**src/rtl/bbr_pkg.sv**
```systemverilog
`default_nettype none

package bbr_pkg;

  // Geometry limits and derived widths
  localparam int MAX_WIDTH  = 1024;
  localparam int MAX_HEIGHT = 4096;
  localparam int COL_W      = $clog2(MAX_WIDTH);
  localparam int ROW_W      = $clog2(MAX_HEIGHT);
  localparam int CFGW_W     = 11;
  localparam int CFGH_W     = 13;
  localparam int WCMP_W     = (COL_W + 1 > CFGW_W) ? COL_W + 1 : CFGW_W;
  localparam int CFG_DATA_W = 13;

  localparam logic [CFGW_W-1:0] WIDTH_RESET  = CFGW_W'(640);
  localparam logic [CFGH_W-1:0] HEIGHT_RESET = CFGH_W'(480);

  // Pixel and sum widths
  localparam int CH_W  = 8;
  localparam int PIX_W = 3 * CH_W;
  localparam int SUM_W = 12;

  // Reciprocals for rounded division by 6 and 9
  localparam int RECIP6 = 10923;
  localparam int RECIP9 = 7282;
  localparam int PROD_W = SUM_W + 15;

  // Queue between window stage and output stage
  localparam int FIFO_DEPTH = 4;
  localparam int FIFO_AW    = $clog2(FIFO_DEPTH);
  localparam int FIFO_CNT_W = $clog2(FIFO_DEPTH + 1);

  // Register indexes
  localparam logic CFG_FRAME_WIDTH  = 1'b0;
  localparam logic CFG_FRAME_HEIGHT = 1'b1;

  // Request codes
  localparam logic REQ_PIXEL = 1'b0;
  localparam logic REQ_DRAIN = 1'b1;

  typedef enum logic {
    OP_PIX,
    OP_DRAIN
  } op_e;

  typedef enum logic [1:0] {
    DIV_4,
    DIV_6,
    DIV_9
  } div_e;

  // Classified item handed from the front to the window stage
  typedef struct packed {
    op_e              kind;
    logic [COL_W-1:0] addr;
    logic             first_col;
    logic             col_ge2;
    logic             row_ge1;
    logic             row_ge2;
    logic             row_end;
    logic [PIX_W-1:0] pix;
  } op_t;

  typedef logic [2:0][2:0][PIX_W-1:0] win_t;
  typedef logic [2:0][2:0][CH_W-1:0]  chan_win_t;

  typedef struct packed {
    logic [2:0][SUM_W-1:0] sum;
    div_e                  div;
    logic                  done;
    logic                  last;
  } res_t;

  typedef struct packed {
    logic has_a;
    logic has_b;
    res_t a;
    res_t b;
  } entry_t;

  // Sum one channel over the selected rows and columns
  function automatic logic [SUM_W-1:0] win_sum(input chan_win_t ch, input logic [2:0] rows,
                                               input logic [2:0] cols);
    logic [SUM_W-1:0] s;
    s = '0;
    for (int r = 0; r < 3; r++) begin
      for (int c = 0; c < 3; c++) begin
        if (rows[r] && cols[c]) begin
          s = s + SUM_W'(ch[r][c]);
        end
      end
    end
    return s;
  endfunction

  // Pick the divisor from the row and column masks (two or three bits each)
  function automatic div_e div_sel(input logic [2:0] rows, input logic [2:0] cols);
    div_e d;
    if ((&rows) && (&cols)) begin
      d = DIV_9;
    end else if ((&rows) || (&cols)) begin
      d = DIV_6;
    end else begin
      d = DIV_4;
    end
    return d;
  endfunction

  // Mean rounded half up: floor((2*s + n) / (2*n))
  function automatic logic [CH_W-1:0] box_avg(input logic [SUM_W-1:0] s, input div_e d);
    logic [SUM_W:0]    x4;
    logic [SUM_W:0]    x6;
    logic [SUM_W+1:0]  x9;
    logic [PROD_W-1:0] p6;
    logic [PROD_W-1:0] p9;
    logic [CH_W-1:0]   v;
    x4 = {1'b0, s} + (SUM_W+1)'(2);
    x6 = {1'b0, s} + (SUM_W+1)'(3);
    x9 = {1'b0, s, 1'b0} + (SUM_W+2)'(9);
    p6 = PROD_W'(x6) * PROD_W'(RECIP6);
    p9 = PROD_W'(x9) * PROD_W'(RECIP9);
    case (d)
      DIV_4:   v = x4[CH_W+1:2];
      DIV_6:   v = p6[CH_W+15:16];
      DIV_9:   v = p9[CH_W+16:17];
      default: v = '0;
    endcase
    return v;
  endfunction

endpackage

`default_nettype wire

```
**src/rtl/bbr_window.sv**
```systemverilog
`default_nettype none

module bbr_window
  import bbr_pkg::*;
(
  input  wire logic             clk_i,
  input  wire logic             rst_ni,
  input  wire logic             op_valid_i,
  input  wire op_t              op_i,
  input  wire logic [PIX_W-1:0] older_rdata_i,
  input  wire logic [PIX_W-1:0] newer_rdata_i,
  output logic                  owr_en_o,
  output logic [COL_W-1:0]      owr_addr_o,
  output logic [PIX_W-1:0]      owr_data_o,
  output logic                  push_o,
  output entry_t                entry_o
);

  win_t                    win_q;
  logic [1:0][PIX_W-1:0]   col0_q;
  logic                    fwd_valid_q;
  logic [COL_W-1:0]        fwd_addr_q;
  logic [PIX_W-1:0]        fwd_data_q;

  win_t                    win_d;
  logic [2:0][PIX_W-1:0]   ncol;
  logic [PIX_W-1:0]        older_v;
  logic                    is_pix;
  logic [2:0]              rows_a;
  logic [2:0]              cols_a;
  logic [2:0]              cols_b;
  chan_win_t [2:0]         chw;

  always_comb begin
    is_pix = (op_i.kind == OP_PIX);

    // Forward an older-row write that landed on the same edge as this read
    older_v = (fwd_valid_q && (fwd_addr_q == op_i.addr)) ? fwd_data_q : older_rdata_i;
    ncol[0] = older_v;
    ncol[1] = newer_rdata_i;
    ncol[2] = op_i.pix;

    // Shift the window; first drain column comes from the saved left edge
    for (int r = 0; r < 3; r++) begin
      win_d[r][0] = win_q[r][1];
      win_d[r][1] = win_q[r][2];
      win_d[r][2] = ncol[r];
    end
    if (!is_pix && op_i.first_col) begin
      win_d[0][1] = col0_q[0];
      win_d[1][1] = col0_q[1];
    end

    for (int k = 0; k < 3; k++) begin
      for (int r = 0; r < 3; r++) begin
        for (int c = 0; c < 3; c++) begin
          chw[k][r][c] = win_d[r][c][PIX_W-1-CH_W*k -: CH_W];
        end
      end
    end

    // Clip the neighborhood to the frame
    if (is_pix) begin
      rows_a = op_i.row_ge2 ? 3'b111 : 3'b110;
      cols_a = op_i.col_ge2 ? 3'b111 : 3'b110;
    end else begin
      rows_a = 3'b011;
      cols_a = {!op_i.row_end, 1'b1, !op_i.first_col};
    end
    cols_b = 3'b110;

    entry_o.has_a  = is_pix ? (op_i.row_ge1 && !op_i.first_col) : 1'b1;
    entry_o.has_b  = is_pix && op_i.row_ge1 && op_i.row_end;
    entry_o.a.div  = div_sel(rows_a, cols_a);
    entry_o.a.done = !is_pix && op_i.row_end;
    entry_o.a.last = is_pix ? !op_i.row_end : 1'b1;
    entry_o.b.div  = div_sel(rows_a, cols_b);
    entry_o.b.done = 1'b0;
    entry_o.b.last = 1'b1;
    for (int k = 0; k < 3; k++) begin
      entry_o.a.sum[k] = win_sum(chw[k], rows_a, cols_a);
      entry_o.b.sum[k] = win_sum(chw[k], rows_a, cols_b);
    end

    push_o     = op_valid_i && (entry_o.has_a || entry_o.has_b);
    owr_en_o   = op_valid_i && is_pix;
    owr_addr_o = op_i.addr;
    owr_data_o = newer_rdata_i;
  end

  // Track the last older-row write for forwarding
  always_ff @(posedge clk_i or negedge rst_ni) begin
    if (!rst_ni) begin
      fwd_valid_q <= 1'b0;
    end else begin
      fwd_valid_q <= owr_en_o;
    end
  end

  // Window, left-edge column and forwarding payload
  always_ff @(posedge clk_i) begin
    fwd_addr_q <= owr_addr_o;
    fwd_data_q <= owr_data_o;
    if (op_valid_i) begin
      win_q <= win_d;
      if (is_pix && op_i.first_col) begin
        col0_q[0] <= newer_rdata_i;
        col0_q[1] <= op_i.pix;
      end
    end
  end

endmodule

`default_nettype wire

```
**config.mk**
```make
export PLATFORM = sky130hd
export DESIGN_NAME = bbr_window
export DESIGN_NICKNAME = d
export VERILOG_FILES = /design/src/rtl/bbr_pkg.sv /design/src/rtl/bbr_window.sv
export SDC_FILE = /design/constraint.sdc
export NUM_CORES = 1
export LEC_CHECK = 0
export BUFFER_PORTS_ARGS = -buffer_cell sky130_fd_sc_hd__buf_4
export CORE_MARGIN = 4
export CORE_UTILIZATION = 54
export DETAILED_ROUTE_END_ITERATION = 10
export GPL_TIMING_DRIVEN = 0
export MAX_ROUTING_LAYER = met4
export PLACE_DENSITY = 0.77
export SLEW_MARGIN = 20
export SYNTH_ARGS = -nofsm -noshare
export SYNTH_HDL_FRONTEND = slang
export SYNTH_SLANG_ARGS = --single-unit
```
**constraint.sdc**
```tcl
create_clock -name clk_i -period 12.9 [get_ports clk_i]
set_clock_uncertainty 0.2 [all_clocks]
set_input_delay 0 -clock clk_i [delete_from_list [all_inputs] [get_ports clk_i]]
set_output_delay 0 -clock clk_i [all_outputs]
set_load 0.01 [all_outputs]
```
# After elaboration in Yosys (flattened, before gate mapping)
# Cells that the tools add are included.
# word_totals
word_cells,135
input_bits,91
ff_bits,227
output_inout_bits,118
# op_classes
eq_ne,1
addsub,39
muxes,57
bitwise_logic,1
n_reduce_logical,26
# op_table
operator,count
$add A12 B8 Y12,39
$mux W12,39
$mux W24,3
$mux W8,6
$logic_and A1 B1 Y1,19
$eq A10 B10 Y1,1
$mux W1,6
$mux W3,2
$reduce_and A3 Y1,2
$logic_not A1 Y1,2
$logic_or A1 B1 Y1,2
$mux W2,1
$reduce_and A2 Y1,1
$not A1 Y1,1

# Logic depth before layout (Yosys ltp)
# Gate-level depths: netlist of the first run.
# logic_depth
ltp_word,20
mapped_depth,49
mapped_depth_nobuf,47

# Worst setup path before layout of the first run
# Ideal clock, no wire load.
# synth_path
kind,in2out
startpoint,input port op_i[39] (netlist bit)
endpoint,output port entry_o[55] (netlist bit)
required_ps,12700
setup_slack_ps,4247
stages,45
path_buffers,3
arrival_time_ps,8453
path_cell_list,buf_4 -> nand2_2 -> buf_6 -> clkbuf_1 -> mux2_2 -> ha_1 -> inv_1 -> fa_1 -> a21oi_1 -> a221oi_1 -> xnor2_1 -> nor2_1 -> ha_1 -> and2_1 -> a311o_1 -> a21oi_1 -> xnor2_1 -> nand2_1 -> [9 not listed] -> a21oi_1 -> nor2_1 -> ha_1 -> a31oi_1 -> xor2_1 -> a21oi_1 -> ha_1 -> xor2_1 -> o21ai_0 -> ha_1 -> a21oi_1 -> nor2_1 -> nand2_1 -> a21bo_1 -> a21o_1 -> nor3b_1 -> nor2_1 -> o211ai_1
# synth_rtl
item,line_no,source
from (decl),bbr_window.sv:9,"input wire op_t op_i,"
to (decl),bbr_window.sv:16,output entry_t entry_o

==> results of run 1 <==
critical path: cells and delay by family:
kind	cells	cell delay, ps
AND/OR/NAND/NOR	12	1620
XOR/XNOR	6	1150
AO/OA/AOI/OAI	13	3080
multiplexers	1	440
buffers and inverters	5	1990
adder cells (fa/ha/maj)	8	2630
worst paths after layout:
kind                                        from  cells past startpoint  slack (ps)               endpoint
max in group asynchronous                 rst_ni                      3       12290  fwd_valid_q$_DFF_PN0_
min                             newer_rdata_i[9]                      2          10   win_q[129]$_DFFE_PP_
min in group asynchronous                 rst_ni                      3         100  fwd_valid_q$_DFF_PN0_
max reg2reg                fwd_addr_q[8]$_DFF_P_                      5        9920    win_q[49]$_DFFE_PP_
min reg2reg                   chw[205]$_DFFE_PP_                      0         300     chw[197]$_DFFE_PP_
max                                     op_i[39]                     45        1770            entry_o[55]
area by class of cell:
class	instances	area [µm²]
Inverter	200	751
Timing Repair Buffer	337	2900
Clock buffer	39	823
Tap cell	585	732
Fill cell	3445	14900
Buffer	96	513
Clock inverter	14	183
Multi-Input combinational cell	2069	15800
Sequential cell	227	6470
flip-flops by register name, summed over array words and instances, names as in the netlist:
name	cells
fwd_data_q	24
chw	96
col0_q	48
win_q	48
fwd_valid_q	1
fwd_addr_q	10
power by group through the flow:
stage | logic (mW) | clock network (mW) | registers (mW)
2_1_floorplan | 4.70 | 0 | 0.879
3_3_place_gp | 6.11 | 0 | 0.885
3_5_place_dp | 6.36 | 0 | 0.887
4_1_cts | 6.46 | 0.876 | 0.872
5_1_grt | 7.24 | 0.908 | 0.877
6_report | 6.56 | 0.872 | 0.873
cell usage in the layout, fill, tap and decap left out, drive strengths merged, types with 6 or more instances in the layout:
master	netlist	routed
nor3	24	24
a31oi	8	8
a21o	108	108
or2	8	8
a21boi	20	20
o21bai	48	48
nand2b	30	30
a21oi	244	244
nor2	209	209
ha	313	313
o21a	33	33
mux2	69	69
mux2i	29	29
or3	8	8
clkinv	0	6
nand2	155	155
and3	6	6
a22o	6	6
and2	62	62
dlygate4sd3	0	131
o211ai	6	6
xor2	86	86
dfxtp	34	34
edfxtp	192	192
o31ai	17	17
nand3	10	10
xnor2	190	190
nor2b	58	58
o21ai	202	202
buf	57	263
clkbuf	39	78
fa	39	39
inv	200	201
stage by stage:
step | hold WS [ps] | setup slack, ps | instance area [µm²] | utilization
floorplan | -496 | 4250 | 23600 | -
finish | 14.9 | 1770 | 28200 | 0.655
global route | 7.06 | 1100 | 28200 | 0.655
detailed placement | -420 | 2540 | 25900 | 0.601
global placement | -424 | 2610 | 25800 | 0.599
CTS | 0.575 | 1950 | 28200 | 0.655
kinds of logic after synthesis:
group                    synth area share
flip-flops                          0.275
other                            0.000319
adder cells (fa/ha/maj)             0.202
XOR/XNOR                            0.110
buffers and inverters              0.0536
multiplexers                       0.0465
AO/OA/AOI/OAI                       0.193
AND/OR/NAND/NOR                     0.120
per-layer routing:
| metal | wire length [µm] | vias up | global-route usage |
|---|---|---|---|
| li1 | - | 9868 | - |
| met4 | 2510 | 0 | 0.0973 |
| met2 | 33800 | 841 | 0.509 |
| met1 | 32100 | 9829 | 0.421 |
| met3 | 5390 | 149 | 0.0392 |
| met5 | 0 | - | - |
==> results.py, run 1 <==
metrics = {
    "status": {
        "outcome": "finished, final reports clean",
    },
    "routing": {
        "wire_per_inst_um": 20.7,
        "drc": 0,
        "drt_wl_total_um": 73700,
        "vias": 20687,
        "dr.pass1.iters": 6,
        "routed_via_density": 5.80,
        "first_iter_violations": 1635,
        "ant_nets": 0,
    },
    "power": {
        "power.switching_mw": 4.00,
        "total_power_mw": 8.31,
        "p_clk_frac": 0.105,
        "internal_power_mw": 4.30,
        "cellLeakagePower_nw": 12.7,
        "seqPwrFrac": 0.105,
        "powerDensity_nw_per_um2": 295,
        "power_frac_comb": 0.790,
        "swShare": 0.482,
        "ir_drop_mv": 0.347,
    },
    "floorplanning": {
        "start_util": 0.547,
        "coreArea_um2": 43100,
        "ios": 209,
        "dieArea_um2": 47000,
        "chipWidth_um": 217,
        "die_h_um": 217,
        "fp-row-count": 76,
    },
    "setup_path": {
        "cp.required_ps": 12700,
        "cp_data_arrival_time_ps": 10930,
        "crit_type": "in2out",
        "cp-start-kind": "input pin",
        "end_kind": "output pin",
        "critPathMostFrequentCell": "ha_1",
        "critPathMaxStageDelay_ps": 880,
        "cp_slowest_cell": "clkbuf_1",
        "cp_max_fo": 10,
    },
    "clocking": {
        "cts_buffers": 29,
        "cts_setup_buffers": 0,
        "ctsHoldBuffers": 131,
        "cts_max_level": 1,
        "cts_tree": "done",
        "cts_sinks": 227,
        "clk-insertion-delay-late_ps": 570,
        "cts_resized": 0,
        "cts_root_buf": "clkbuf_16",
        "cts_buffer_depth": 3,
        "path_clk_slew_ps": 60,
    },
    "yosys": {
        "synth_top_area_share": 0.245,
        "synthFlopType": "edfxtp_1",
        "syn_avg_cell_area_um2": 9.09,
        "ys_types": 92,
        "synth_edf_count": 192,
        "synth.most_common_cell": "ha_1",
        "synth_area_um2": 23600,
        "synth_cells": 2591,
        "async_flop_share": 0.00441,
        "yosys.area.top_type": "edfxtp_1",
        "synthTopCellsByCount": "ha_1 (313), a21oi_1 (244), nor2_1 (208)",
        "synth.area.top_cells": "edfxtp_1 (24%), ha_1 (17%), xnor2_1 (6.9%)",
        "seq_area_frac_synth": 0.275,
        "ys_seq_elements": 227,
        "yosysWarnings": 0,
    },
    "timing": {
        "finalMaxSlewViolations": 0,
        "slew_headroom": 0.222,
        "max_slew.worst_pin.slew_ps": 1170,
        "rsz0062_at_grt": "false",
        "fin_crit_sh": 0.863,
        "period_minus_slack_ps": 11130,
        "finalHoldViolations": 0,
        "setup_viol": 0,
        "fmax_mhz": 89.8,
        "finalSetupTns_ps": 0,
    },
    "grt": {
        "grt_pass1_wl_um": 114000,
        "grt_max_degree": 82,
        "gr-total-overflow": 0,
        "grtUsageTotal": 0.316,
        "antenna_found_initial": 1,
        "grt_pass1_vias": 21116,
    },
    "placement": {
        "place_congestion": 0.927,
        "dp_hpwl_um": 56400,
        "port_buffers": 204,
        "placedCellCount": 3383,
    },
    "hold_path": {
        "worstHoldPathType": "in2reg",
    },
    "finish": {
        "antenna_cells": 0,
        "area_growth_pct": 19.7,
        "drive_above_1_share": 0.138,
        "instances_no_fill": 3567,
        "finalNetCount": 3403,
    },
    "flow_run": {
        "cap_violations": 0,
    },
}
Note: power is estimated with default switching activity, not from simulation.
==> run 2, diff against run 1 <==
--- a/config.mk
+++ b/config.mk
@@ -5,8 +5,8 @@
 export SDC_FILE = /design/constraint.sdc
 export NUM_CORES = 1
 export LEC_CHECK = 0
+export ABC_AREA = 1
 export BUFFER_PORTS_ARGS = -buffer_cell sky130_fd_sc_hd__buf_4
-export CORE_MARGIN = 4
 export CORE_UTILIZATION = 54
 export DETAILED_ROUTE_END_ITERATION = 10
 export GPL_TIMING_DRIVEN = 0
==> run 2 against run 1 <==
Compared with the run above:
- clock-buffer cell count up 4
- power shrank 12%
- clock power is 9.9% lower
- cell area grew 1.4%
- highest routed layer unchanged
- largest power group unchanged
- worst setup slack worse by 150 ps
- first-iteration DRC count up 12%
- critical path type unchanged
==> results.py, run 2 <==
metrics = {
    "status": {
        "outcome": "finished, final reports clean",
    },
    "yosys": {
        "seq_area_frac_synth": 0.269,
        "yosysWarnings": 0,
        "synth_mux_area_frac": 0.0211,
        "synth.most_common_cell": "nand2_1",
        "synthTopCellsByCount": "nand2_1 (560), inv_1 (509), nor2_1 (324)",
        "synth_top_area_share": 0.240,
        "synth.area.top_cells": "edfxtp_1 (24%), ha_1 (16%), nand2_1 (8.7%)",
        "syn_avg_cell_area_um2": 7.55,
        "yosys.area.top_type": "edfxtp_1",
        "synth_edf_count": 192,
        "synthFlopType": "edfxtp_1",
        "async_flop_share": 0.00441,
        "synth_cells": 3184,
        "ys_types": 57,
        "synth-simple-area-share": 0.203,
        "ys_seq_elements": 227,
        "synth_top_family_by_area": "simple AND/OR/NAND/NOR gates",
        "synthAdderAreaFrac": 0.195,
        "synth-compound-area-share": 0.144,
        "synth_area_um2": 24000,
        "synth_xor_xnor_area_share": 0.0622,
    },
    "grt": {
        "antenna_found_initial": 0,
        "grt_max_degree": 82,
        "grt_pass1_vias": 20967,
        "grtUsageTotal": 0.329,
        "grt_pass1_wl_um": 111000,
        "gr-total-overflow": 0,
    },
    "clocking": {
        "cts_max_level": 1,
        "path_clk_slew_ps": 60,
        "cts_resized": 0,
        "cts_setup_buffers": 0,
        "cts_buffer_depth": 3,
        "cts_sinks": 227,
        "cts_buffers": 28,
        "clk-insertion-delay-late_ps": 580,
        "cts_root_buf": "clkbuf_16",
        "cts_tree": "done",
    },
    "setup_path": {
        "cp.required_ps": 12700,
        "cp_slowest_cell": "clkbuf_1",
        "cp-start-kind": "input pin",
        "critPathMaxStageDelay_ps": 660,
        "startpoint": "op_i[28]",
        "end_kind": "output pin",
        "crit_type": "in2out",
        "cp_data_arrival_time_ps": 11090,
        "ff2ff_setup_slack_ps": 10030,
        "r2r_start": "fwd_addr_q[2]$_DFF_P_",
        "cp_max_fo": 10,
    },
    "finish": {
        "finalNetCount": 3997,
        "area_growth_pct": 18.9,
        "instances_no_fill": 4162,
        "drive_above_1_share": 0.131,
        "regArea_um2": 6470,
        "mostFrequentLayoutCells": "nand2_1 (560), inv_1 (509), nor2_1 (324), ha_1 (313), a21oi_1 (274)",
        "multi_input_area_um2": 15100,
        "final_common_cell": "nand2_1",
        "fill_cells": 3723,
        "largest_register_ffs": 96,
    },
    "timing": {
        "fmax_mhz": 88.6,
        "period_minus_slack_ps": 11290,
        "finalHoldViolations": 0,
        "max_slew.worst_pin.slew_ps": 1200,
        "fin_crit_sh": 0.875,
        "slew_headroom": 0.200,
        "finalMaxSlewViolations": 0,
        "setup_viol": 0,
        "finalSetupTns_ps": 0,
        "rsz0062_at_grt": "false",
    },
    "routing": {
        "dr.pass1.iters": 7,
        "ant_nets": 0,
        "vias": 22138,
        "routed_via_density": 5.32,
        "drt_wl_total_um": 71700,
        "drc": 0,
        "first_iter_violations": 1826,
        "wire_per_inst_um": 17.2,
    },
    "floorplanning": {
        "die_h_um": 213,
        "coreArea_um2": 43500,
        "dieArea_um2": 45400,
        "fp-row-count": 76,
        "chipWidth_um": 213,
        "start_util": 0.553,
        "ios": 209,
    },
    "placement": {
        "port_buffers": 204,
        "place_congestion": 0.943,
        "placedCellCount": 3981,
        "dp_hpwl_um": 55900,
    },
    "power": {
        "ir_drop_mv": 0.320,
        "total_power_mw": 7.32,
        "powerDensity_nw_per_um2": 256,
        "cellLeakagePower_nw": 14.3,
    },
    "flow_run": {
        "cap_violations": 0,
    },
    "hold_path": {
        "worstHoldPathType": "in2reg",
        "hold_path.startpoint": "op_i[4]",
    },
}
-- run 2: changes by cell type in the layout (fill, tap and decap cells not counted), sizes merged, moves of 58 or more --
cell,previous run,this run
nor2,209,334
nand2,155,603
inv,201,522
xnor2,190,55
a21o,108,9
nand3,10,121
nor2b,58,0
-- run 2: cell type report --
cell class,instances,share of cell area
diodes,1,0.0000875
repair buffers,339,0.101
multi-input cells,2336,0.528
well taps,585,0.0256
inverters,525,0.0690
flip-flops and latches,227,0.226
clock inverters,9,0.00263
plain buffers,97,0.0185
clock buffers,43,0.0290
-- run 2: per-stage QoR --
stage	utilization	hold slack (ps)	setup WS [ps]	instance area (µm²)
floorplan	-	-496	4480	24000
global placement	0.605	-417	2650	26300
detailed placement	0.607	-418	2430	26400
CTS	0.658	0.687	1750	28600
global route	0.658	7.93	939	28600
finish	0.658	10.2	1610	28600
-- run 2: critical path, delay by kind of cell --
kind	cells	cell delay (ps)
AOI/OAI and AO/OA	10	2430
xor gates and xnor gates	2	270
adders and majority gates	9	3830
buffers and inverters	12	2970
and+or+nand+nor	12	1560
-- run 2: path summary, 6_finish.rpt --
check | to | cells past startpoint
max | entry_o[53] | 45
min | chw[204]$_DFFE_PP_ | 2
max reg2reg | win_q[65]$_DFFE_PP_ | 5
min reg2reg | chw[54]$_DFFE_PP_ | 0
max in group asynchronous | fwd_valid_q$_DFF_PN0_ | 3
min in group asynchronous | fwd_valid_q$_DFF_PN0_ | 3
-- run 2: logic make-up after synthesis --
kind of cell / Yosys count
AND/OR/NAND/NOR: 1136
AO/OA/AOI/OAI: 630
buffers and inverters: 622
adder cells (fa/ha/maj): 352
flip-flops: 227
XOR/XNOR: 170
multiplexers: 45
other: 2
-- run 2: timing repair --
action / in CTS / in global routing
hold buffers: 128 / 0
endpoints found under the setup margin: 0 / 0
hold endpoints to repair: 229 / 0
-- run 2: layer usage --
layer  track usage  wire, µm
met2         0.503     31100
met4         0.130      2910
met5             -         0
met1         0.440     32300
met3        0.0432      5440
-- run 2: where the power goes --
group	internal, mW	leakage [nW]	switching, mW
clock network	0.459	0.442	0.327
registers	0.852	2.15	0.0187
logic	2.30	11.7	3.36
total	3.62	14.3	3.70
