## src/rtl/bbr_pkg.sv

```systemverilog
`default_nettype none

package bbr_pkg;

  // Geometry limits and derived widths
  localparam int MAX_WIDTH  = 1024;
  localparam int MAX_HEIGHT = 4096;
  localparam int COL_W      = $clog2(MAX_WIDTH);
  localparam int ROW_W      = $clog2(MAX_HEIGHT);
  localparam int CFGW_W     = 11;
  localparam int CFGH_W     = 13;
  localparam int WCMP_W     = (COL_W + 1 > CFGW_W) ? COL_W + 1 : CFGW_W;
  localparam int CFG_DATA_W = 13;

  localparam logic [CFGW_W-1:0] WIDTH_RESET  = CFGW_W'(640);
  localparam logic [CFGH_W-1:0] HEIGHT_RESET = CFGH_W'(480);

  // Pixel and sum widths
  localparam int CH_W  = 8;
  localparam int PIX_W = 3 * CH_W;
  localparam int SUM_W = 12;

  // Reciprocals for rounded division by 6 and 9
  localparam int RECIP6 = 10923;
  localparam int RECIP9 = 7282;
  localparam int PROD_W = SUM_W + 15;

  // Queue between window stage and output stage
  localparam int FIFO_DEPTH = 4;
  localparam int FIFO_AW    = $clog2(FIFO_DEPTH);
  localparam int FIFO_CNT_W = $clog2(FIFO_DEPTH + 1);

  // Register indexes
  localparam logic CFG_FRAME_WIDTH  = 1'b0;
  localparam logic CFG_FRAME_HEIGHT = 1'b1;

  // Request codes
  localparam logic REQ_PIXEL = 1'b0;
  localparam logic REQ_DRAIN = 1'b1;

  typedef enum logic {
    OP_PIX,
    OP_DRAIN
  } op_e;

  typedef enum logic [1:0] {
    DIV_4,
    DIV_6,
    DIV_9
  } div_e;

  // Classified item handed from the front to the window stage
  typedef struct packed {
    op_e              kind;
    logic [COL_W-1:0] addr;
    logic             first_col;
    logic             col_ge2;
    logic             row_ge1;
    logic             row_ge2;
    logic             row_end;
    logic [PIX_W-1:0] pix;
  } op_t;

  typedef logic [2:0][2:0][PIX_W-1:0] win_t;
  typedef logic [2:0][2:0][CH_W-1:0]  chan_win_t;

  typedef struct packed {
    logic [2:0][SUM_W-1:0] sum;
    div_e                  div;
    logic                  done;
    logic                  last;
  } res_t;

  typedef struct packed {
    logic has_a;
    logic has_b;
    res_t a;
    res_t b;
  } entry_t;

  // Sum one channel over the selected rows and columns
  function automatic logic [SUM_W-1:0] win_sum(input chan_win_t ch, input logic [2:0] rows,
                                               input logic [2:0] cols);
    logic [SUM_W-1:0] s;
    s = '0;
    for (int r = 0; r < 3; r++) begin
      for (int c = 0; c < 3; c++) begin
        if (rows[r] && cols[c]) begin
          s = s + SUM_W'(ch[r][c]);
        end
      end
    end
    return s;
  endfunction

  // Pick the divisor from the row and column masks (two or three bits each)
  function automatic div_e div_sel(input logic [2:0] rows, input logic [2:0] cols);
    div_e d;
    if ((&rows) && (&cols)) begin
      d = DIV_9;
    end else if ((&rows) || (&cols)) begin
      d = DIV_6;
    end else begin
      d = DIV_4;
    end
    return d;
  endfunction

  // Mean rounded half up: floor((2*s + n) / (2*n))
  function automatic logic [CH_W-1:0] box_avg(input logic [SUM_W-1:0] s, input div_e d);
    logic [SUM_W:0]    x4;
    logic [SUM_W:0]    x6;
    logic [SUM_W+1:0]  x9;
    logic [PROD_W-1:0] p6;
    logic [PROD_W-1:0] p9;
    logic [CH_W-1:0]   v;
    x4 = {1'b0, s} + (SUM_W+1)'(2);
    x6 = {1'b0, s} + (SUM_W+1)'(3);
    x9 = {1'b0, s, 1'b0} + (SUM_W+2)'(9);
    p6 = PROD_W'(x6) * PROD_W'(RECIP6);
    p9 = PROD_W'(x9) * PROD_W'(RECIP9);
    case (d)
      DIV_4:   v = x4[CH_W+1:2];
      DIV_6:   v = p6[CH_W+15:16];
      DIV_9:   v = p9[CH_W+16:17];
      default: v = '0;
    endcase
    return v;
  endfunction

endpackage

`default_nettype wire

```

## src/rtl/bbr_fifo.sv

```systemverilog
`default_nettype none

module bbr_fifo
  import bbr_pkg::*;
(
  input  wire logic                  clk_i,
  input  wire logic                  rst_ni,
  input  wire logic                  push_i,
  input  wire entry_t                push_data_i,
  input  wire logic                  pop_i,
  output entry_t                     head_o,
  output logic                       head_valid_o,
  output logic [FIFO_CNT_W-1:0]      count_o
);

  entry_t                mem_q [FIFO_DEPTH];
  logic [FIFO_AW-1:0]    wr_q;
  logic [FIFO_AW-1:0]    rd_q;
  logic [FIFO_CNT_W-1:0] count_q;

  assign head_o       = mem_q[rd_q];
  assign head_valid_o = (count_q != '0);
  assign count_o      = count_q;

  // Advance pointers and count
  always_ff @(posedge clk_i or negedge rst_ni) begin
    if (!rst_ni) begin
      wr_q    <= '0;
      rd_q    <= '0;
      count_q <= '0;
    end else begin
      if (push_i) begin
        wr_q <= wr_q + FIFO_AW'(1);
      end
      if (pop_i) begin
        rd_q <= rd_q + FIFO_AW'(1);
      end
      if (push_i && !pop_i) begin
        count_q <= count_q + FIFO_CNT_W'(1);
      end else if (pop_i && !push_i) begin
        count_q <= count_q - FIFO_CNT_W'(1);
      end
    end
  end

  always_ff @(posedge clk_i) begin
    if (push_i) begin
      mem_q[wr_q] <= push_data_i;
    end
  end

  a_no_overflow: assert property (@(posedge clk_i) disable iff (!rst_ni)
    push_i && !pop_i |-> count_q < FIFO_CNT_W'(FIFO_DEPTH))
    else $error("entry queue overflow");

  a_no_underflow: assert property (@(posedge clk_i) disable iff (!rst_ni)
    pop_i |-> count_q != '0)
    else $error("entry queue underflow");

endmodule

`default_nettype wire

```

## config.mk

```make
export PLATFORM = sky130hd
export DESIGN_NAME = bbr_fifo
export DESIGN_NICKNAME = d
export VERILOG_FILES = /design/src/rtl/bbr_pkg.sv /design/src/rtl/bbr_fifo.sv
export SDC_FILE = /design/constraint.sdc
export NUM_CORES = 1
export LEC_CHECK = 0
export ABC_CLOCK_PERIOD_IN_PS = 9200
export BUFFER_PORTS_ARGS = -buffer_cell sky130_fd_sc_hd__clkbuf_2
export CAP_MARGIN = 20
export CORE_UTILIZATION = 50
export DETAILED_ROUTE_END_ITERATION = 6
export GPL_TIMING_DRIVEN = 0
export PLACE_DENSITY = 0.71
export SLEW_MARGIN = 40
export SYNTH_ARGS = -nofsm -noshare
export SYNTH_HDL_FRONTEND = slang
export SYNTH_SLANG_ARGS = --single-unit
```

## constraint.sdc

```tcl
create_clock -name clk_i -period 9.2 [get_ports clk_i]
set_clock_uncertainty 0.05 [all_clocks]
set_input_delay 0.46 -clock clk_i [delete_from_list [all_inputs] [get_ports clk_i]]
set_output_delay 0.46 -clock clk_i [all_outputs]
set_load 0.02 [all_outputs]
```

# After elaboration in Yosys (flattened, before gate mapping)
# Memory sizes are Yosys's and may differ from the RTL's.
# Cells that the tools add are included.
# word_totals
regBits	7
ram_bits	328
in_bits	86
out_inout_bits	86
word_cells	18
memories	1
# mem_list
memory	depth	word_bits	rd	rd_clocked_by_memory_dff	wr	line	source
mem_q	4	82	1	0	1	bbr_fifo.sv:16	entry_t mem_q [FIFO_DEPTH];
# classes
add_sub_neg	4
mux	4
n_reduce_logical	6
# op_table
op	n
3-bit 2-to-1 mux	2
2-bit by 1-bit adder with 2-bit output (second input constant)	2
3-bit by 1-bit adder with 3-bit output (second input constant)	1
3-bit nonzero test	1
3-bit by 1-bit subtractor with 3-bit output (second input constant)	1
1-bit logical AND	2
1-bit logical NOT	2
1-bit 2-to-1 mux	2
2-bit nonzero test	1

# Depth between registers and ports, before layout
# Gate-level depths: netlist of the first run.
# depth
ltp_word	4
mapped_depth	7
ltp_nobuf	7

# Worst setup path after synthesis of the first run
# Ideal clock, no wire load.
# synth_timing
path_type	register to register
start	reg wr_q[0]
end	mem mem_q[0][0] (netlist bit) (enable)
setup_ps	449
arrival_ps	2529
setup_slack_ps	6172
path_stages_with_launch	4
path_cell_list	dfrtp_1 -> inv_1 -> ha_1 -> and2_1
# synth_rtl
element	line	source
start: declaration	bbr_fifo.sv:17	logic [FIFO_AW-1:0] wr_q;
start signal: assignment	bbr_fifo.sv:33	wr_q <= wr_q + FIFO_AW'(1);
end: declaration	bbr_fifo.sv:16	
# Straight into the memory's write port.

==> results.md, run 1 <==
* Status: finished, final reports clean
* Layout net count at 770
* Worst Setup Start Kind: register
* Clock Latency Late Sink at 0.49 ns
* # rows at 56
* Relative max-transition margin at 55.01%
* Via density at 5.351
* DRT Pass-1 Iters at 4
* R2r setup slk at roughly 7.5 ns
* Cells after synthesis at 461
* Number of diodes at 0
* VDD IR max at 201.0 uV
* Global-route wire length before repair at 32000 microns
* Worst setup margin at 6.651 ns
* Setup Total Neg Slack at 0 ns
* Setup CP Type: reg -> out
* Register area share after synthesis at 82.05%
* DRT antenna net count at 0
* Root Driver: clkbuf_16
* FF+latch count, synth at 335
* Port-buffer cells at approximately 170
* Reg2Reg Depth at 4
* Reg power frac at 41.1%
* Routed WL at 21360 microns
* Mapped Area at 12220 sq um
* Antenna violations before repair at 0
* Hold EP: mem_q[3][73]
* GPL Wtd Cong at a little under 0.7
* Yosys top cell area share at 80.61%
* Total core area at roughly 24000 sq um
* Reg2reg start: wr_q[0]
* Hold WC Path Type: in -> reg
* Worst min-delay path startpoint: push_data_i[73]
* CP max FO at 10
* Gr ovfl total at 0
* Slew Viols, Final at 0
* Worst Hold Margin at 0.1280 ns
* Leak at 0.005152 uW
* Post-placement setup slack at 7.107 ns
* Largest net degree at the start of global routing at 37
* Area leader, netlist: edfxtp_1
* Reg-to-Reg End: mem_q[2][38]
* Min Tclk post-route at 2.549 ns
* Post-CTS Resized at 0
* Distinct cells, synth at 18
* Switching share of power at between 30% and 40%
* CTS buffer count at 35
* Setup violators final at 0
* Critical Path RT at 8.69 ns
* Area grow syn2layout at 21.13%
* Syn_area_per_cell at 26.50 sq um
* DIE AREA at 25070 sq um
* CP cell instances: buf_6, buf_6, mux4_2, clkbuf_2
* Final hold violations at 0
* WL per Instance at between 20 and 25 microns
* GRT Overall Usage at 17.49%
* Period utilisation layout at 27.70%
* Clock transition at path regs at 0.06 ns
* Die H at 158.3 microns
* Vias in the first global route at 5871
* CTS H-tree lvls at 2
* RSZ-0062 raised after global routing: false
* Placed cell count at 959
* Worst Tran Pin Value at 0.6749 ns
* Power share of the clock group at 27.7%
* Critical Path AT at between 2 and 2.5 ns
* Crit-path slowest cell: mux4_2
* Combinational power share at a little under a third
* Post-Syn Nets at 553
* Fin cells at 1022
* Most used cell, CP: buf_6
* Pint at about 3500 uW
* TritonCTS Sinks at 335
* Crit path capture type: output pin
* TritonCTS clock tree: done
* DP HPWL at roughly 13000 microns
* CTS max path bufs at 3
* Placed cell area at 13640 sq um
* Warnings, synthesis at 0
* Max Cap Viol at 0
* Share of post-route cells with drive strength above 1 at a little under half
* Power Density at 338.8 nW/um^2
* Max incr delay on CP at 0.54 ns
* DRC viols at 0
* Finished Cell Area at around 15000 sq um
* Fmax at 0.3923 GHz
* Hold Path Cell Cnt at 1
* Total vias in the final route at 5469
* Die width at ~160 microns
* Top post-synthesis cells by area: edfxtp_1, mux4_2, dfrtp_1
* P_sw at 1514 uW
* Starting density of the core at 51.44%
* Ports at 172
* 1st-iter DRT viols at around 300
## timing repair
| item | 4_1_cts | 5_1_grt |
|---|---|---|
| hold buffers | 1 | 0 |
| hold endpoints to repair | 7 | 0 |
| buffers inserted | 0 | 0 |
## power by group through the flow
stage	clock [uW]	sequential (uW)	combinational [uW]
final	1390	2060	1560
after global routing	1470	2080	1680
after CTS	1420	2070	1610
after detailed placement	0	2090	1600
after global placement	0	2120	1530
after floorplan	0	2100	1070
## metal layers
layer	global-route usage (%)	up-vias	wire [microns]
met5	0	-	0
met1	21.78	2850	8702
met4	6.777	0	480
met3	4.056	38	1187
met2	29.89	153	10990
li1	-	2428	-
## synth_stat cells
cell	instances
edfxtp_1	328
mux4_2	82
buf_2	8
buf_6	7
dfrtp_1	7
ha_1	5
and2_1	4
inv_1	4
xor2_1	4
buf_4	2
nand2_1	2
xnor2_1	2
clkbuf_1	1
fa_1	1
mux2_2	1
nor2_1	1
o21ai_0	1
or3_1	1
## through the flow
step                      total power [uW]  util, %
after floorplan                       3174        -
after global placement                3651    56.72
after detailed placement              3695    57.44
after CTS                             5091    62.31
after global routing                  5238    62.31
final                                 5014    62.31
## worst max-delay path: cells and delay by family, from the launching register on
kind	cells	cell delay (ns)
buf+inv	3	0.61
flops	1	0.39
mux	1	0.54
## worst max-delay path by stage
stage	from	slack [ns]	cells after the start	to
global placement	push_i	4.75	2	mem_q[2][30]
finish	rd_q[0]	6.65	4	head_o[26]
detailed placement	rd_q[0]	7.11	4	head_o[55]
floorplan	wr_q[0]	6.17	3	mem_q[0][0]
CTS	rd_q[0]	6.58	4	head_o[55]
global route	rd_q[0]	6.53	4	head_o[26]
## kinds of logic (layout without fill, tap and decap cells)
family	after synthesis	count (layout)	synth area share, %
buf+inv	22	264	1.249
compound gates	1	1	0.04092
flops	335	335	82.05
xor+xnor	6	6	0.4301
fa+ha+maj	6	6	0.6759
mux	83	83	15.21
simple gates	8	8	0.3482
## registers in the layout, indices dropped and copies added (netlist names)
signal   count
rd_q         2
count_o      3
wr_q         2
mem_q      328
## layout make-up
class / instances / area [sq um]
clock inverters: 11 / 157.7
inverters: 4 / 15.01
multi-input cells: 104 / 2051
clock buffers: 51 / 988.4
fillers: 1620 / 8954
plain buffers: 18 / 137.6
flip-flops and latches: 335 / 10020
well taps: 319 / 399.1
repair buffers: 180 / 1026
## placed cells by master, fill, tap and decap left out
master,count
and2_4,4
buf_12,8
buf_2,8
buf_4,2
buf_6,7
bufinv_16,4
clkbuf_1,14
clkbuf_16,37
clkbuf_2,171
clkbuf_8,1
clkinv_1,3
clkinv_2,2
clkinv_4,1
clkinvlp_4,1
dfrtp_1,7
dlygate4sd3_1,1
edfxtp_1,328
fa_1,1
ha_1,5
inv_1,4
mux2_2,1
mux4_2,82
nand2_1,2
nor2_1,1
o21ai_0,1
or3_1,1
xnor2_1,2
xor2_1,4
No activity file was read; power rests on OpenSTA's default activity.
==> run 2: changes to the inputs <==
--- a/config.mk
+++ b/config.mk
@@ -5,7 +5,7 @@
 export SDC_FILE = /design/constraint.sdc
 export NUM_CORES = 1
 export LEC_CHECK = 0
-export ABC_CLOCK_PERIOD_IN_PS = 9200
+export ABC_CLOCK_PERIOD_IN_PS = 2660
 export BUFFER_PORTS_ARGS = -buffer_cell sky130_fd_sc_hd__clkbuf_2
 export CAP_MARGIN = 20
 export CORE_UTILIZATION = 50
==> constraint.sdc (replaced) <==
create_clock -name clk_i -period 2.66 [get_ports clk_i]
set_clock_uncertainty 0.05 [all_clocks]
set_input_delay 0.133 -clock clk_i [delete_from_list [all_inputs] [get_ports clk_i]]
set_output_delay 0.133 -clock clk_i [all_outputs]
set_load 0.02 [all_outputs]
==> run 2 against run 1 <==
Worst hold slack gained 0.22 ns. Final cell count grew 8.0%. Sequential power grew to 3.5 times the previous value. Critical path depth is the same. Design area grew 5.1%. Non-clock buffer count grew 85. Register-to-register slack lost 6.6 ns. Largest cell class unchanged.
==> results.md, run 2 (synthesized netlist as in run 1, its figures left out) <==
* Crit-path slowest cell: mux4_2
* Status: finished, final reports clean
* Worst Tran Pin Value at 0.6352 ns (-0.03967 ns)
* DRT Pass-1 Iters at 4 (unchanged)
* Total vias in the final route at 5794 (+5.9%)
* DRT antenna net count at 0 (unchanged)
* Routed wl met3 at 1016 microns (-14%)
* Largest net degree at the start of global routing at 37 (unchanged)
* CP max FO at 10 (unchanged)
* Antenna violations before repair at 0 (unchanged)
* Root Driver: clkbuf_16
* Total core area at 23750 sq um (unchanged)
* TritonCTS Sinks at 335 (unchanged)
* Setup violators final at 0 (unchanged)
* Area grow syn2layout at 27.28%
* Fmax at 0.4498 GHz
* # rows at 56 (unchanged)
* DP HPWL at 13470 microns (+1.1%)
* Global-route wire length before repair at 33770 microns (+5.5%)
* Critical Path AT at 2.04 ns (about the same)
* DRC viols at 0 (unchanged)
* Worst setup margin at 0.4367 ns (-6.214 ns)
* Number of diodes at 0 (unchanged)
* Critical Path RT at 2.48 ns (-6.21 ns)
* Relative max-transition margin at 57.65% (+2.6 points)
* TritonCTS clock tree: done
* Final Util at 65.47% (+3.2 points)
* Share of post-route cells with drive strength above 1 at 41.53% (-5.3 points)
* Max incr delay on CP at 0.53 ns (about the same)
* Placed cell count at 959 (unchanged)
* Slew Viols, Final at 0 (unchanged)
* DIE AREA at 25070 sq um (unchanged)
* Max Cap Viol at 0 (unchanged)
* Port-buffer cells at 171 (unchanged)
* Post-placement setup slack at 0.8792 ns (-6.228 ns)
* Gr ovfl total at 0 (unchanged)
* CTS buffer count at 34 (-2.9%)
* Hold WC Path Type: in -> reg
* Routed WL at 21910 microns (+2.6%)
* Power Density at 1096 nW/um^2 (+220%)
* Post-CTS Resized at 0 (unchanged)
* Placed cell area at 13640 sq um (unchanged)
* Finished Cell Area at 15550 sq um (+5.1%)
* Met2 wire len at 11610 microns (+5.6%)
* CTS max path bufs at 3 (unchanged)
* DRT met1 WL at 8788 microns (+0.99%)
* 1st-iter DRT viols at 332 (+11%)
* Ports at 172 (unchanged)
* GRT Overall Usage at 18.11% (+0.61 points)
* Clock transition at path regs at 0.06 ns (about the same)
* GPL Wtd Cong at 0.7202 (+6.7%)
* Period utilisation layout at between 80 and 90%
* Via density at 5.248 (-1.9%)
* Commonest non-fill, non-tap cell in the layout: edfxtp_1
* Min Tclk post-route at 2.223 ns
* WL per Instance at 19.84 microns (-5.1%)
* Largest Register: mem_q
* Clock Latency Late Sink at 0.48 ns (about the same)
* Die width at 158.3 microns (unchanged)
* Uppermost routed layer: met4
* Commonest cells after routing, fill and taps aside: edfxtp_1, clkbuf_2, dlygate4sd3_1, mux4_2, clkbuf_16
* Vias in the first global route at 6370 (+8.5%)
* CTS H-tree lvls at 2 (unchanged)
* Fin cells at 1104 (+8.0%)
* Crit path capture type: output pin
* Leak at 0.005463 uW (+6.0%)
* Worst Setup Start Kind: register
* Starting density of the core at 51.44% (unchanged)
* Layout net count at 854 (+11%)
* Number of flip-flops in the largest register at 328 (unchanged)
* Die H at 158.3 microns (unchanged)
* Setup CP Type: reg -> out
* CP cell instances: buf_6, buf_6, mux4_2, clkbuf_2
* Final hold violations at 0 (unchanged)
* Most used cell, CP: buf_6
* RSZ-0062 raised after global routing: false
* VDD IR max at 787.8 uV (+290%)
run 2: cell types whose count changed in the layout (fill, tap and decap cells not counted), sizes merged:
cell,before,now
bufinv,4,1
clkbuf,223,216
clkinv,6,13
dlygate4sd3,1,86
run 2: through the flow:
stage	hold WS (ns)	power [uW]	setup TNS [ns]
after CTS	0.3284	17330	0
after global placement	-0.07400	12530	-51.84
after global routing	0.3315	17840	0
final	0.3490	17040	0
after detailed placement	-0.06919	12780	0
after floorplan	-0.2126	10930	0
run 2: cell type report:
class	instances	area, sq um
Clock inverter	15	95.09
Buffer	18	137.6
Multi-Input combinational cell	104	2051
Fill cell	1551	8202
Timing Repair Buffer	265	1877
Sequential cell	335	10020
Inverter	4	15.01
Clock buffer	44	952.2
Tap cell	319	399.1
run 2: layer usage:
metal / GRT usage [%] / up-vias
met4: 5.723 / 0
met3: 3.185 / 42
met2: 32.21 / 167
met5: 0 / -
met1: 22.65 / 2993
li1: - / 2592
run 2: where the power goes:
group          switching (uW)  total (uW)  internal, uW  leakage [uW]
combinational            3180        5500          2320       0.00186
sequential                236        7130          6890       0.00309
clock                    1800        4410          2610      0.000508
total                    5220       17000         11800       0.00546
run 2: worst paths after layout:
kind | slack (ns) | start | end | depth (start not counted)
worst max-delay path | 0.44 | rd_q[0] | head_o[60] | 4
worst min-delay path | 0.35 | push_data_i[47] | mem_q[2][47] | 2
worst max register to register | 0.91 | wr_q[1] | mem_q[0][37] | 4
worst min register to register | 0.44 | count_o[2] | count_o[2] | 1
max in group asynchronous | 1.76 | rst_ni | rd_q[1] | 3
min in group asynchronous | 0.56 | rst_ni | count_o[0] | 3
run 2: critical path: cells and delay by family (launching register included):
kind / cells / cell delay, ns
mux: 1 / 0.53
flops: 1 / 0.40
buf+inv: 3 / 0.61
run 2: timing repair:
item	4_1_cts	5_1_grt
endpoints found under the hold margin	339	0
setup buffers	0	0
hold buffers	86	0
==> run 3: changes to the inputs <==
--- a/config.mk
+++ b/config.mk
@@ -5,7 +5,7 @@
 export SDC_FILE = /design/constraint.sdc
 export NUM_CORES = 1
 export LEC_CHECK = 0
-export ABC_CLOCK_PERIOD_IN_PS = 2660
+export ABC_CLOCK_PERIOD_IN_PS = 2200
 export BUFFER_PORTS_ARGS = -buffer_cell sky130_fd_sc_hd__clkbuf_2
 export CAP_MARGIN = 20
 export CORE_UTILIZATION = 50
==> constraint.sdc (replaced) <==
create_clock -name clk_i -period 2.2 [get_ports clk_i]
set_clock_uncertainty 0.05 [all_clocks]
set_input_delay 0.11 -clock clk_i [delete_from_list [all_inputs] [get_ports clk_i]]
set_output_delay 0.11 -clock clk_i [all_outputs]
set_load 0.02 [all_outputs]
==> run 3 against run 2 <==
Sequential power rose by 21%. Register-to-register slack got worse by 0.45 ns. Worst setup slack got worse by 0.35 ns. Die area did not move. Design area rose by 0.36%. Combinational power rose by 23%. Worst hold slack got worse by 0.023 ns. Sequential share of layout area fell by 0.23 points. Flip-flop and latch count did not move. Global-route usage barely moved. Critical path type unchanged. Largest power group unchanged.
==> results.md, run 3 (synthesized netlist as in run 1, its figures left out) <==
* Setup CP Type: reg -> out
* Clock transition at path regs at 0.06 ns (about the same)
* Crit-path slowest cell: mux4_2
* Port-buffer cells at 171 (unchanged)
* Share of post-route cells with drive strength above 1 at 41.60% (+0.074 points)
* CTS H-tree lvls at 2 (unchanged)
* CP max FO at 10 (unchanged)
* Status: finished, final reports clean
* Final hold violations at 0 (unchanged)
* Critical Path RT at 2.04 ns (-0.44 ns)
* Slew Viols, Final at 0 (unchanged)
* Reg2reg start: wr_q[1]
* Critical Path AT at 1.96 ns (-0.08 ns)
* Max incr delay on CP at 0.53 ns (about the same)
* Reg-to-Reg End: mem_q[0][37]
* Total vias in the final route at 5779 (-0.26%)
* TritonCTS Sinks at 335 (unchanged)
* Gr ovfl total at 0 (unchanged)
* DIE AREA at 25070 sq um (unchanged)
* Largest net degree at the start of global routing at 37 (unchanged)
* Largest Register: mem_q
* GPL Wtd Cong at 0.7202 (unchanged)
* CTS buffer count at 34 (unchanged)
* Global-route wire length before repair at 33800 microns (+0.10%)
* Hold Path Cell Cnt at 2 (unchanged)
* Period utilisation layout at 96.24%
* Starting density of the core at 51.44% (unchanged)
* CP cell instances: buf_12, buf_6, mux4_2, clkbuf_2
* Min Tclk post-route at 2.117 ns
* Total chip power at 20730 uW (+22%)
* Power Density at 1328 nW/um^2 (+21%)
* DRC viols at 0 (unchanged)
* Antenna violations before repair at 0 (unchanged)
* Root Driver: clkbuf_16
* DP HPWL at 13470 microns (unchanged)
* Vias in the first global route at 6375 (+0.078%)
* Clock Latency Late Sink at 0.48 ns (about the same)
* DRT antenna net count at 0 (unchanged)
* # rows at 56 (unchanged)
* Setup violators final at 0 (unchanged)
* GRT Overall Usage at 18.13% (+0.025 points)
* Crit path capture type: output pin
* CTS max path bufs at 3 (unchanged)
* Ports at 172 (unchanged)
* Total core area at 23750 sq um (unchanged)
* VDD IR max at 952.7 uV (+21%)
* Commonest cells after routing, fill and taps aside: edfxtp_1, clkbuf_2, dlygate4sd3_1, mux4_2, clkbuf_16
* Area grow syn2layout at 27.74%
* 1st-iter DRT viols at 327 (-1.5%)
* CP Depth at 4 (unchanged)
* Bufs and invs on worst path at 3 (unchanged)
* RSZ-0062 raised after global routing: true
* Worst Setup Start Kind: register
* Max Cap Viol at 0 (unchanged)
* Number of diodes at 0 (unchanged)
* Hold EP: mem_q[2][47]
* CP delay by family, top: buffers and inverters
* Setup Total Neg Slack at 0 ns (unchanged)
* WL per Instance at 19.84 microns (about the same)
* Layout net count at 855 (+0.12%)
* Reg2Reg Depth at 4 (unchanged)
* TritonCTS clock tree: done
* Die width at 158.3 microns (unchanged)
* Leak at 0.005484 uW (+0.39%)
* Relative max-transition margin at 57.61% (about the same)
* Routed WL at 21920 microns (about the same)
* Worst Tran Pin Value at 0.6358 ns (+0.0005744 ns)
* Commonest non-fill, non-tap cell in the layout: edfxtp_1
* Via density at 5.230 (-0.35%)
* R2r setup slk at 0.46 ns (-0.45 ns)
* DRT Pass-1 Iters at 4 (unchanged)
* Die H at 158.3 microns (unchanged)
* Number of flip-flops in the largest register at 328 (unchanged)
* Worst min-delay path startpoint: push_data_i[47]
* Hold WC Path Type: in -> reg
* Fmax at 0.4723 GHz
run 3: how the worst max path moves through the flow:
stage                     startpoint           end
final                        rd_q[0]    head_o[67]
after global routing         rd_q[0]    head_o[67]
after CTS                    rd_q[1]    head_o[72]
after detailed placement     wr_q[0]  mem_q[0][34]
after global placement       wr_q[0]  mem_q[0][35]
after floorplan              wr_q[0]   mem_q[0][0]
run 3: layer usage:
layer / track usage, % / up-vias / share of wire [%]
li1: - / 2595 / -
met1: 22.69 / 2986 / 40
met2: 32.25 / 157 / 53
met3: 3.185 / 41 / 4.5
met4: 5.723 / 0 / 2.2
met5: 0 / - / 0
run 3: worst reg2reg max path, stage by stage (launching register included):
cell     delay, ns
dfrtp_1       0.40
inv_1         0.11
ha_1          0.17
and2_4        0.39
buf_12        0.29
run 3: per-stage QoR:
stage	hold WS (ns)	instance area, sq um	util [%]	instances	worst slack (ns)
after floorplan	-0.2356	12220	-	461	0.07279
after CTS	0.3054	15590	65.62	1105	-0.0005635
after detailed placement	-0.09219	13640	57.44	959	0.4192
after global placement	-0.09700	13480	56.74	951	-0.6502
final	0.3255	15610	65.71	1105	0.08273
after global routing	0.3085	15610	65.71	1105	-0.008181
run 3: what timing repair did:
action                                  CTS  global route
gates cloned                              0             0
gates resized for setup                   8             7
hold buffers                             86             0
endpoints found under the setup margin   58            53
setup buffers                             1             0
endpoints found under the hold margin   339             0
run 3: cell type report:
| class | instances | area, sq um |
|---|---|---|
| Clock inverter | 15 | 95.09 |
| Inverter | 4 | 15.01 |
| Multi-Input combinational cell | 104 | 2051 |
| Tap cell | 319 | 399.1 |
| Fill cell | 1544 | 8145 |
| Sequential cell | 335 | 10020 |
| Timing Repair Buffer | 266 | 1884 |
| Buffer | 18 | 186.4 |
| Clock buffer | 44 | 952.2 |
run 3: where the power goes:
group / switching, uW / internal (uW)
logic: 3860 / 2910
registers: 284 / 8340
clock network: 2180 / 3160
